===== src/sv/dda_pkg.sv =====
package dda_pkg;

  localparam int MapDim     = 64;
  localparam int CellBits   = $clog2(MapDim);
  localparam int FracBits   = 16;
  localparam int SideBits   = 40;
  localparam int DeltaBits  = 32;
  localparam int PosBits    = CellBits + FracBits;
  localparam int DimBits    = 7;
  localparam int ScrBits    = 12;
  localparam int DivNumBits = ScrBits + FracBits;
  localparam int DivCntBits = $clog2(DivNumBits + 1);

  localparam logic [SideBits-1:0]  SideMax  = {SideBits{1'b1}};
  localparam logic [DeltaBits-1:0] DeltaInf = {DeltaBits{1'b1}};

  localparam logic [2:0] RegPlayerX = 3'd0;
  localparam logic [2:0] RegPlayerY = 3'd1;
  localparam logic [2:0] RegMapW    = 3'd2;
  localparam logic [2:0] RegMapH    = 3'd3;
  localparam logic [2:0] RegScreenH = 3'd4;

  localparam logic [1:0] FaceNorth = 2'd0;
  localparam logic [1:0] FaceSouth = 2'd1;
  localparam logic [1:0] FaceWest  = 2'd2;
  localparam logic [1:0] FaceEast  = 2'd3;

  // Divider control between the sequencer and the serial divider
  typedef struct packed {
    logic                  start;
    logic [DivNumBits-1:0] num;
    logic [DeltaBits-1:0]  den;
  } div_req_t;

  typedef struct packed {
    logic                  done;
    logic [DivNumBits-1:0] quo;
  } div_rsp_t;

endpackage


===== src/sv/dda_div.sv =====
module dda_div (
  input  logic              clk,
  input  logic              rst,
  input  dda_pkg::div_req_t req,
  output dda_pkg::div_rsp_t rsp
);
  import dda_pkg::*;

  logic                  run;
  logic                  done_q;
  logic [DivCntBits-1:0] cnt;
  logic [DivNumBits-1:0] num;
  logic [DivNumBits-1:0] quo;
  logic [DeltaBits-1:0]  den;
  logic [DeltaBits:0]    rem;
  logic [DeltaBits:0]    trial;
  logic                  fits;

  // Shift in one numerator bit and try one subtract per cycle
  assign trial = {rem[DeltaBits-1:0], num[DivNumBits-1]};
  assign fits  = trial >= {1'b0, den};

  always_ff @(posedge clk) begin
    if (rst) begin
      run    <= 1'b0;
      done_q <= 1'b0;
    end else begin
      done_q <= 1'b0;
      if (req.start) begin
        run <= 1'b1;
        cnt <= DivCntBits'(DivNumBits);
        num <= req.num;
        den <= req.den;
        rem <= '0;
        quo <= '0;
      end else if (run) begin
        rem <= fits ? trial - {1'b0, den} : trial;
        quo <= {quo[DivNumBits-2:0], fits};
        num <= {num[DivNumBits-2:0], 1'b0};
        cnt <= cnt - 1'b1;
        if (cnt == DivCntBits'(1)) begin
          run    <= 1'b0;
          done_q <= 1'b1;
        end
      end
    end
  end

  assign rsp = '{done: done_q, quo: quo};

endmodule


===== config.mk =====
export PLATFORM = sky130hd
export DESIGN_NAME = dda_div
export DESIGN_NICKNAME = d
export VERILOG_FILES = /design/src/sv/dda_pkg.sv /design/src/sv/dda_div.sv
export SDC_FILE = /design/constraint.sdc
export NUM_CORES = 1
export LEC_CHECK = 0
export BUFFER_PORTS_ARGS = -buffer_cell sky130_fd_sc_hd__buf_2
export CAP_MARGIN = 10
export CORE_MARGIN = 3
export CORE_UTILIZATION = 40
export DETAILED_ROUTE_END_ITERATION = 12
export SLEW_MARGIN = 10
export SYNTH_ARGS = -nofsm -noshare
export SYNTH_HDL_FRONTEND = slang
export SYNTH_SLANG_ARGS = --single-unit

===== constraint.sdc =====
create_clock -name clk -period 12.65 [get_ports clk]
set_input_delay 0.6325 -clock clk [delete_from_list [all_inputs] [get_ports clk]]
set_output_delay 0.6325 -clock clk [all_outputs]
set_load 0.01 [all_outputs]

# Word level (Yosys, flattened, before mapping)
# Index checks and enable logic that the tools add are counted.
op_classes:
  n_eq_ne: 1
  n_reduce_logical: 4
  n_mux: 10
  n_lt_le_gt_ge: 1
  bitwise: 2
  n_addsub: 2
ops:
  columns: ["op", "n"]
  rows:
  - ["28-bit 2-to-1 mux", 3]
  - ["32-bit 2-to-1 mux", 2]
  - ["33-bit by 32-bit greater-or-equal comparator with 1-bit output", 1]
  - ["32-bit subtractor", 1]
  - ["5-bit by 1-bit equality test with 1-bit output, second input constant", 1]
  - ["5-bit 2-to-1 mux", 1]
  - ["5-bit by 1-bit subtractor with 5-bit output, second input constant", 1]
  - ["1-bit 2-to-1 mux", 4]
  - ["2-bit AND reduction", 2]
  - ["3-bit OR reduction", 1]
  - ["1-bit NOT", 2]
  - ["2-bit nonzero test", 1]
totals:
  regBits: 127

# Longest topological paths before layout
# Gate-level depths: netlist of run 1.
logic_depth:
  depth_word: 4
  depth_mapped: 13
  mapped_depth_nobuf: 12

# Worst setup path after synthesis of run 1
# Ideal clock, no wire load.
synth_path:
  kind: "in2reg"
  start: "in req[60] (netlist name)"
  end: "reg cnt[0], enable pin"
  arrival_ns: 5.060
  path_buffers: 2
  stages: 4
  setup_ns: 0.545
  slack_ns: 7.045
  cell_sequence: "clkbuf_1 clkbuf_1 nor2_1 nor2_1"
synth_between:
  elab_chain_cells: 2
synth_lines:
  columns: ["element", "line", "rtl"]
  rows:
  - ["start: declaration", "dda_div.sv:4", "input dda_pkg::div_req_t req,"]
  - ["2-bit nonzero test (no line)", null, null]
  - ["2-bit AND reduction (no line)", null, null]
  - ["end signal: assignment", "dda_div.sv:31", "cnt <= DivCntBits'(DivNumBits);"]
  - ["end signal: assignment", "dda_div.sv:40", "cnt <= cnt - 1'b1;"]
  - ["end: declaration", "dda_div.sv:11", "logic [DivCntBits-1:0] cnt;"]
# No other way between the ends.
# A chain may end at the register's enable or synchronous reset.

# Worst setup path after layout of run 1
layout_path:
  start: "reg rem[2]"
  end: "reg rem[25] (data pin)"
layout_between:
  elab_chain_cells: 3
  word_cells_on_any_way: 4
  classes_between: "add/sub: 1; order compare: 1; mux: 2"
layout_lines:
  columns: ["element", "line", "rtl"]
  rows:
  - ["start: declaration", "dda_div.sv:15", "logic [DeltaBits:0] rem;"]
  - ["start signal: assignment", "dda_div.sv:37", "rem <= fits ? trial - {1'b0, den} : trial;"]
  - ["32-bit subtractor or 33-bit by 32-bit greater-or-equal comparator with 1-bit output (tied branches)", "dda_div.sv:37, dda_div.sv:21", null]
  - ["32-bit 2-to-1 mux *", "dda_div.sv:37", null]
  - ["32-bit 2-to-1 mux *", "dda_div.sv:36", "end else if (run) begin"]
# Every way passes the cells marked *; elsewhere a longest branch is shown, timed or not. The select of a mux whose other input is x is not followed.

==> results by group, run 1 <==
Worst setup path
  – Worst Setup SP: rem[2]
  – RR Startpoint: rem[2]
  – Critical setup path kind: reg -> reg
  – CP Capture Type: register
  – Slowest CP cell: o221ai_4
  – RR Endpoint: rem[25]
  – Worst Reg-to-Reg Cells: 11
  – Arrival time worst endpoint: 3.51 ns
  – Required @ worst endpoint: 12.78 ns
  – CP max FO: 27
  – Slowest stage delay, CP: 0.49 ns
  – CP Launch Type: register
  – Crit-path cells: ha_1 > nand3_1 > o21bai_1 > a31oi_2 > o211ai_2 > nand2_2 > o21ai_4 > o221ai_4 > buf_4 > mux2i_1 > nor2_1
  – Worst R2R Setup Slack: 9.27 ns

Clock tree
  – CTS sink cnt: 127
  – Clk buf depth: 2
  – Hold buffer count at CTS: 0
  – H-tree depth: 4
  – Post-CTS resize count: 0
  – Clock buffers created by TritonCTS: 17
  – Root Driver: clkbuf_16
  – Clk_lat worst skew: 0.42 ns
  – CTS clk-pin slew, worst paths: 0.06 ns
  – CTS tree: yes
  – Post CTS Setup Buffer Count: 0

Finish
  – Antenna Cells: 0
  – Nets: 754
  – Post-route cell area: 8020 um^2
  – Area Overhead vs Synth: 18.3%
  – # fillers: 1537
  – Storage element area: 3790 um^2
  – Multi-input logic area: 2720 um^2
  – Layout cells sized above 1: 0.248
  – Final cell count without fillers: 885

Yosys
  – Synth top area cells: edfxtp_1, ha_1, mux2_2, mux2i_1, nor2b_1
  – Synth Register Bits: 127
  – Main synth FF type: edfxtp_1
  – Share of the synthesized area in the top cell type: 0.553
  – Synthesized Nets: 663
  – Synth unique cells: 60
  – Synth Warn #: 0
  – Post-synth ARST share: 0
  – Mean Syn Cell Area: 12.0 um^2
  – Post-synthesis sequential area ratio: 0.559
  – Syn Inst Count: 565
  – Synth Cell Area: 6780 um^2
  – Yosys top cell by area: edfxtp_1
  – EDFF count, synth: 125

Power
  – Max VDD drop: 0.103 mV
  – Lkg Pwr: 3.31 nW
  – Power Dens Cells: 155 nW/um^2

Die
  – # IOs: 92
  – DIE WIDTH: 136 um
  – CORE AREA: 16200 um^2
  – Chip Height: 136 um
  – Initial Util: 0.418
  – DIE AREA: 18600 um^2
  – Num rows: 46

Timing
  – Final Skew: 0.00741 ns
  – RSZ-0062 raised after global routing: no
  – Slew headroom: 0.291
  – Pin slew with the least headroom to its limit: 1.06 ns
  – Post-route clock period utilization: 0.267
  – Final hold vios: 0
  – Setup Viol. Count Final: 0
  – Max Freq: 296 MHz
  – Fin Setup TNS: 0 ns
  – Fin crit period: 3.38 ns
  – Final-report max-slew violation count: 0

Run
  – Maximum Capacitance Violations: 0

Placed design
  – Placed Instances: 853
  – Placed inst area: 7440 um^2
  – IO buf count: 91
  – HPWL Detailed: 9460 um
  – Final GP Congestion: 0.874

Detailed routing
  – Iter 0 DRT Violations: 274
  – DRT antenna net count: 0
  – WL/cell: 15.6 um
  – Via density: 5.13
  – Final wirelength: 13800 um
  – Drc violations: 0
  – Via count: 4542
  – Drt first pass iters: 6

Run status
  – Status: complete, no violations

Global route
  – Largest net degree at the start of global routing: 88
  – Vias in the first global route: 4656
  – First-pass GRT wire length: 22500 um
  – Global Route Usage Sum: 0.154
  – Initial antenna violation count: 0
  – Grt total ovfl: 0

Worst hold path
  – Min-delay worst type: in -> reg
  – Hold Path Cell Cnt: 1
  – Hold endpoint: den[14]
  – Hold_sp: req[14]
synthesized netlist by cell type (10+ instances only):
| master | instances |
|---|---|
| nor2b_1 | 32 |
| xor2_1 | 12 |
| nand3_1 | 11 |
| edfxtp_1 | 125 |
| ha_1 | 34 |
| nand2_1 | 23 |
| inv_1 | 44 |
| mux2i_1 | 22 |
| a21o_1 | 12 |
| mux2_2 | 27 |
| nor2_1 | 48 |
| o21ai_0 | 16 |
| xnor2_1 | 13 |
| clkbuf_1 | 10 |
| a21oi_1 | 32 |
report_power, final:
| part | internal, mW | switching (mW) | leakage, nW | total, mW |
|---|---|---|---|---|
| Clock | 0.293 | 0.195 | 0.280 | 0.487 |
| Sequential | 0.505 | 0.0132 | 1.22 | 0.518 |
| Combinational | 0.103 | 0.139 | 1.81 | 0.242 |
| Total | 0.900 | 0.347 | 3.31 | 1.25 |
cell type report:
class                   count  area share
multi-input cells         370       0.339
well taps                 216      0.0337
clock buffers              17      0.0530
flip-flops and latches    127       0.473
repair buffers             95      0.0605
clock inverters            15      0.0200
inverters                  45      0.0211
registers in the layout (all words and copies together), names as in the netlist:
| name | cells |
|---|---|
| den | 32 |
| quo | 28 |
| cnt | 5 |
| num | 28 |
| run | 1 |
| done_q | 1 |
| rem | 32 |
placed cells by master, fill, tap and decap left out, drive strengths merged, types with 7 or more instances in the layout:
master / n
a211oi: 8
nor2: 48
inv: 51
edfxtp: 125
ha: 34
o21a: 7
a21o: 12
xor2: 12
nand2: 24
buf: 95
nand3: 11
mux2i: 22
o21ai: 22
mux2: 27
xnor2: 13
nor2b: 32
nand4: 7
a21oi: 35
nor3: 7
clkbuf: 17
cell families after synthesis:
logic type                 synth area share
AOI/OAI and AO/OA                     0.115
xor gates and xnor gates             0.0323
adders and majority gates            0.0657
buffers and inverters                0.0415
DFF                                   0.559
muxes                                0.0773
and+or+nand+nor                       0.109
layer usage:
metal,global-route usage,part of all wire
met1,0.200,0.46
met2,0.245,0.48
met3,0.0429,0.041
met4,0.0605,0.020
met5,0,0
worst max-delay path: cells and delay by family, from the launching register on:
kind	cells	cell delay (ns)
AOI/OAI and AO/OA	5	1.21
buffers and inverters	1	0.48
DFF	1	0.39
adders and majority gates	1	0.38
and+or+nand+nor	3	0.36
muxes	1	0.27
stage by stage:
step / setup slack (ns) / hold WS (ns) / power, mW / util
6_report: 9.27 / 0.384 / 1.25 / 0.494
2_1_floorplan: 7.04 / 0.454 / 0.711 / -
5_1_grt: 8.97 / 0.363 / 1.31 / 0.494
3_5_place_dp: 8.85 / 0.488 / 0.768 / 0.458
3_3_place_gp: 8.98 / 0.474 / 0.761 / 0.458
4_1_cts: 9.21 / 0.366 / 1.26 / 0.494
how the worst max path moves through the flow:
stage                          to  cells past startpoint
after floorplan            cnt[0]                      4
after global placement     rem[7]                      5
after detailed placement  rem[14]                      5
after CTS                 rem[25]                     11
after global routing      rem[25]                     11
final                     rem[25]                     11
Power figures use the tool's default switching activity.
==> run 2: changes to the inputs <==
Clock period 12.65 ns to 2.8 ns, I/O delays scaled along.
==> results by group, run 2 (same netlist as run 1, synthesis figures left out) <==
Run status
  – Status: finished with violations
  – Failing checks: negative setup slack

Global route
  – Initial antenna violation count: 0 (unchanged)
  – GRT met1 Usage: 0.215 (+0.0151)
  – Vias in the first global route: 4933 (+5.9%)
  – Largest net degree at the start of global routing: 94 (+6.8%)
  – Grt total ovfl: 0 (unchanged)
  – GRT Max-Usage Layer: met2
  – Met2 GRT Util: 0.263 (+0.0184)
  – Global Route Usage Sum: 0.164 (+0.0102)
  – Met3 usage: 0.0396 (-0.00333)
  – First-pass GRT wire length: 23900 um (+6.2%)

Power
  – Power Dens Cells: 665 nW/um^2 (+330%)
  – Lkg Pwr: 3.68 nW (+11%)
  – Max VDD drop: 0.466 mV (+350%)

Worst hold path
  – Min-delay worst type: in -> reg
  – Hold endpoint: num[15]
  – Hold_sp: req[47]
  – Hold Path Cell Cnt: 2 (+1)

Clock tree
  – CTS clk-pin slew, worst paths: 0.06 ns (about the same)
  – Root Driver: clkbuf_16
  – CTS tree: yes
  – CTS sink cnt: 127 (unchanged)
  – Clk buf depth: 2 (unchanged)
  – Clock buffers created by TritonCTS: 17 (unchanged)
  – H-tree depth: 4 (unchanged)
  – Clk_lat worst skew: 0.42 ns (about the same)

Die
  – DIE WIDTH: 136 um (unchanged)
  – Chip Height: 136 um (unchanged)
  – DIE AREA: 18600 um^2 (unchanged)
  – CORE AREA: 16200 um^2 (unchanged)
  – # IOs: 92 (unchanged)
  – Initial Util: 0.418 (unchanged)
  – Num rows: 46 (unchanged)

Worst setup path
  – Slowest CP cell: edfxtp_1
  – Worst Reg-to-Reg Cells: 12 (+1)
  – CP max FO: 3 (-89%)
  – Crit-path cells: inv_2 > ha_4 > fa_2 > nor2b_2 > o31a_1 > o31ai_4 > nand4_1 > a311oi_2 > o21bai_1 > a21oi_1 > xor2_1 > o22ai_1
  – Required @ worst endpoint: 2.96 ns (-9.82 ns)
  – Critical setup path kind: reg -> reg
  – RR Startpoint: num[27]
  – Crit-path leading delay family: compound AO/OA/AOI/OAI gates
  – CP bufs+invs: 1 (unchanged)
  – Worst R2R Setup Slack: -0.008 ns (-9.28 ns)
  – CP Launch Type: register
  – CP Capture Type: register
  – Slowest stage delay, CP: 0.40 ns (-0.09 ns)
  – RR Endpoint: rem[28]
  – Arrival time worst endpoint: 2.97 ns (-0.54 ns)

Detailed routing
  – Iter 0 DRT Violations: 217 (-21%)
  – Final wirelength: 15100 um (+9.5%)
  – Drc violations: 0 (unchanged)
  – WL/cell: 15.7 um (+0.80%)
  – DRT antenna net count: 0 (unchanged)
  – Via density: 5.09 (-0.81%)
  – Via count: 4892 (+7.7%)
  – Drt first pass iters: 4 (-2)

Finish
  – Post-route cell area: 9030 um^2 (+13%)
  – Top Registers: den: 32 flops, rem: 32 flops
  – Layout cells sized above 1: 0.333 (+0.0848)
  – Nets: 830 (+10%)
  – # fillers: 1404 (-8.7%)
  – Multi-input logic area: 2970 um^2 (+9.1%)
  – Area Overhead vs Synth: 33.2%
  – Commonest non-fill, non-tap cell in the layout: edfxtp_1
  – Finished Core Util: 0.557 (+0.0624)
  – Most frequent cells in the layout: edfxtp_1, buf_2, nor2_1, inv_1
  – Storage element area: 3790 um^2 (unchanged)
  – Antenna Cells: 0 (unchanged)

Timing
  – Setup ws final: -0.00770 ns (-9.28 ns)
  – RSZ-0062 raised after global routing: yes
  – Slew headroom: 0.558 (+0.267)
  – Post-route clock period utilization: 1.00 (+0.735)
  – Final-report max-slew violation count: 0 (unchanged)
  – Final hold vios: 0 (unchanged)
  – Final Skew: 0.0116 ns (+0.00418 ns)
  – Setup Viol. Count Final: 1 (+1)
  – Pin slew with the least headroom to its limit: 0.658 ns (-0.402 ns)
  – Max Freq: 356 MHz (+20%)
  – Fin crit period: 2.81 ns (-0.574 ns)

Placed design
  – Final GP Congestion: 0.921 (+5.3%)
  – Placed inst area: 7670 um^2 (+3.1%)
  – IO buf count: 91 (unchanged)
  – HPWL Detailed: 9910 um (+4.8%)
  – Pre-CTS setup slack: -0.108 ns (-8.96 ns)

Run
  – Maximum Capacitance Violations: 0 (unchanged)
-- run 2: cell types whose count changed in the layout (fill, tap and decap cells not counted), moves of 4 or more --
cell and change:
dlygate4sd3_1 +36, buf_4 +32, ha_1 -12, a21oi_1 -10
a21oi_2 +10, ha_4 +8, buf_12 +4, ha_2 +4
inv_1 -4, inv_2 +4, inv_6 -4
-- run 2: report_power, final --
group	switching [mW]	internal [mW]	total, mW
Combinational	0.730	0.691	1.42
Sequential	0.0643	2.28	2.34
Clock	0.846	1.40	2.25
-- run 2: worst reg2reg max path, stage by stage (launching register included) --
cell,delay (ns)
edfxtp_1,0.40
inv_2,0.08
ha_4,0.13
fa_2,0.21
nor2b_2,0.05
o31a_1,0.33
o31ai_4,0.22
nand4_1,0.19
a311oi_2,0.37
o21bai_1,0.14
a21oi_1,0.18
xor2_1,0.17
o22ai_1,0.09
-- run 2: final cells by class --
cell class / instances / share of cell area
Tap cell: 216 / 0.0299
Clock buffer: 19 / 0.0479
Clock inverter: 13 / 0.0181
Inverter: 45 / 0.0187
Multi-Input combinational cell: 370 / 0.328
Timing Repair Buffer: 171 / 0.137
Sequential cell: 127 / 0.420
-- run 2: stage by stage --
step | total power [mW] | cells | hold slack, ns | setup TNS, ns
4_1_cts | 5.93 | 955 | 0.000468 | -0.189
2_1_floorplan | 3.21 | 565 | 0.213 | 0
3_5_place_dp | 3.56 | 879 | 0.318 | -0.274
6_report | 6.01 | 961 | 0.0158 | -0.00770
3_3_place_gp | 3.53 | 879 | 0.317 | -0.112
5_1_grt | 6.30 | 961 | 0.00341 | -1.90
-- run 2: timing repair --
item                       CTS  global route
pin swaps                   13            21
setup buffers                8             5
gates cloned                 0             2
setup endpoints to repair    5            33
resized for setup           10            46
hold endpoints to repair    36             0
hold buffers                36             0
-- run 2: worst max path at each step --
stage                  from  endpoint  depth (start not counted)
global placement    num[27]   rem[28]                         12
finish              num[27]   rem[28]                         12
global route        num[27]   rem[28]                         12
floorplan           num[27]   rem[28]                         12
detailed placement  num[27]   rem[30]                         12
CTS                 num[27]   rem[30]                         12
-- run 2: layer usage --
metal  up-vias  routed length (um)
met5         -                   0
met4         0                 209
met3        17                 518
met2        95                7450
met1      2368                6890
li1       2412                   -
==> run 3: changes to the inputs <==
Settings changed: CORE_UTILIZATION 40 to 35.
==> results by group, run 3 (same netlist as run 1, synthesis figures left out) <==
Worst setup path
  – CP Capture Type: register
  – Critical setup path kind: reg -> reg
  – Arrival time worst endpoint: 3.02 ns (+0.05 ns)
  – CP Launch Type: register
  – CP max FO: 3 (unchanged)
  – Worst Reg-to-Reg Cells: 12 (unchanged)
  – Required @ worst endpoint: 2.98 ns (+0.02 ns)

Timing
  – Setup ws final: -0.0435 ns (-0.0358 ns)
  – Max Freq: 352 MHz (-1.3%)
  – Setup Viol. Count Final: 2 (+1)
  – RSZ-0062 raised after global routing: yes
  – Final Skew: 0.0107 ns (-0.000850 ns)
  – Fin Setup TNS: -0.0780 ns (-0.0703 ns)
  – Fin crit period: 2.84 ns (+0.0358 ns)
  – Post-route clock period utilization: 1.02 (+0.0128)
  – Worst hold slack: 0.0192 ns (+0.00341 ns)
  – Final-report max-slew violation count: 0 (unchanged)
  – Final hold vios: 0 (unchanged)
  – Slew headroom: 0.628 (+0.0695)
  – Pin slew with the least headroom to its limit: 0.558 ns (-0.100 ns)

Finish
  – Layout cells sized above 1: 0.316 (-0.0167)
  – Antenna Cells: 0 (unchanged)
  – Nets: 841 (+1.3%)
  – Top Registers: den: 32 flops, rem: 32 flops
  – Commonest non-fill, non-tap cell in the layout: edfxtp_1
  – Most frequent cells in the layout: edfxtp_1, buf_2, dlygate4sd3_1, nor2_1, inv_1
  – Area Overhead vs Synth: 35.2%

Detailed routing
  – WL/cell: 15.0 um (-4.2%)
  – DRT antenna net count: 0 (unchanged)
  – Final wirelength: 15300 um (+1.3%)
  – Via density: 4.82 (-5.4%)
  – Iter 0 DRT Violations: 262 (+21%)
  – Via count: 4893 (+0.020%)
  – Drt first pass iters: 4 (unchanged)
  – Drc violations: 0 (unchanged)

Worst hold path
  – Min-delay worst type: in -> reg
  – Hold Path Cell Cnt: 2 (unchanged)

Global route
  – Global Route Usage Sum: 0.144 (-0.0201)
  – First-pass GRT wire length: 24700 um (+3.4%)
  – Initial antenna violation count: 0 (unchanged)
  – Grt total ovfl: 0 (unchanged)
  – Vias in the first global route: 5020 (+1.8%)
  – Largest net degree at the start of global routing: 94 (unchanged)

Placed design
  – Final GP Congestion: 0.949 (+3.1%)
  – IO buf count: 91 (unchanged)
  – HPWL Detailed: 9940 um (+0.35%)
  – Pre-CTS setup slack: -0.0273 ns (+0.0802 ns)

Run status
  – Failing checks: negative setup slack
  – Status: finished with violations

Power
  – Net Sw Frac: 0.281 (+0.00779)
  – Total power: 5.95 mW (-0.98%)
  – Comb pwr share: 0.236 (about the same)
  – Seq pwr share: 0.394 (+0.004)
  – Power Dens Cells: 649 nW/um^2 (-2.5%)
  – Internal: 4.28 mW (-2.0%)
  – Clock power frac: 0.371 (-0.003)
  – P_sw: 1.67 mW (+1.8%)
  – Max VDD drop: 0.471 mV (+1.1%)
  – Lkg Pwr: 3.76 nW (+2.1%)

Clock tree
  – H-tree depth: 4 (unchanged)
  – CTS sink cnt: 127 (unchanged)
  – Clock buffers created by TritonCTS: 17 (unchanged)
  – CTS clk-pin slew, worst paths: 0.06 ns (about the same)
  – Clk buf depth: 2 (unchanged)
  – CTS tree: yes
  – Clk_lat worst skew: 0.43 ns (about the same)
  – Root Driver: clkbuf_16

Die
  – Num rows: 50 (+8.7%)
  – Chip Height: 145 um (+6.6%)
  – # IOs: 92 (unchanged)
  – DIE WIDTH: 145 um (+6.6%)
  – DIE AREA: 21100 um^2 (+14%)
  – Initial Util: 0.359 (-0.0589)
  – CORE AREA: 18900 um^2 (+16%)

Run
  – Maximum Capacitance Violations: 0 (unchanged)
[run 3: cell type report]
class	count	area (um^2)
Tap cell	260	325
Multi-Input combinational cell	370	2940
Fill cell	1779	9720
Clock buffer	17	425
Inverter	45	169
Sequential cell	127	3790
Clock inverter	15	158
Timing Repair Buffer	182	1370
[run 3: path summary, 6_finish.rpt]
path                              start      end  slack [ns]
worst max-delay path            num[27]  rem[28]       -0.04
worst min-delay path            req[51]  num[19]        0.02
worst max register to register  num[27]  rem[28]       -0.04
worst min register to register      run   done_q        0.48
[run 3: timing repair]
| item | CTS | global route |
|---|---|---|
| pin swaps | 6 | 19 |
| setup buffers | 3 | 9 |
| gates resized for setup | 4 | 39 |
| hold buffers | 49 | 0 |
| cloned | 0 | 2 |
| setup endpoints to repair | 4 | 33 |
| hold endpoints to repair | 49 | 0 |
[run 3: per-stage QoR]
stage	cells	utilization	area [um^2]
after floorplan	565	-	6790
after global placement	922	0.409	7730
after detailed placement	922	0.409	7730
after CTS	1006	0.468	8850
after global routing	1016	0.486	9170
final	1016	0.486	9170
[run 3: power by group through the flow]
stage,Clock [mW],Sequential (mW),Combinational (mW)
3_3_place_gp,0,2.37,1.15
2_1_floorplan,0,2.37,0.833
3_5_place_dp,0,2.38,1.18
4_1_cts,2.27,2.34,1.25
5_1_grt,2.36,2.36,1.55
6_report,2.21,2.34,1.40
[run 3: worst max-delay path, stage by stage (launching register included)]
cell      delay, ns
edfxtp_1       0.39
inv_1          0.08
ha_2           0.18
fa_2           0.22
nor2b_2        0.06
o31a_1         0.28
o31ai_2        0.28
nand4_1        0.23
a311oi_4       0.33
o21bai_1       0.13
a21oi_1        0.17
xor2_1         0.16
o22ai_1        0.08
[run 3: layer usage]
metal | GRT usage | wire (um)
met5 | 0 | 0
met4 | 0.0617 | 316
met3 | 0.0381 | 517
met2 | 0.233 | 7530
met1 | 0.182 | 6900
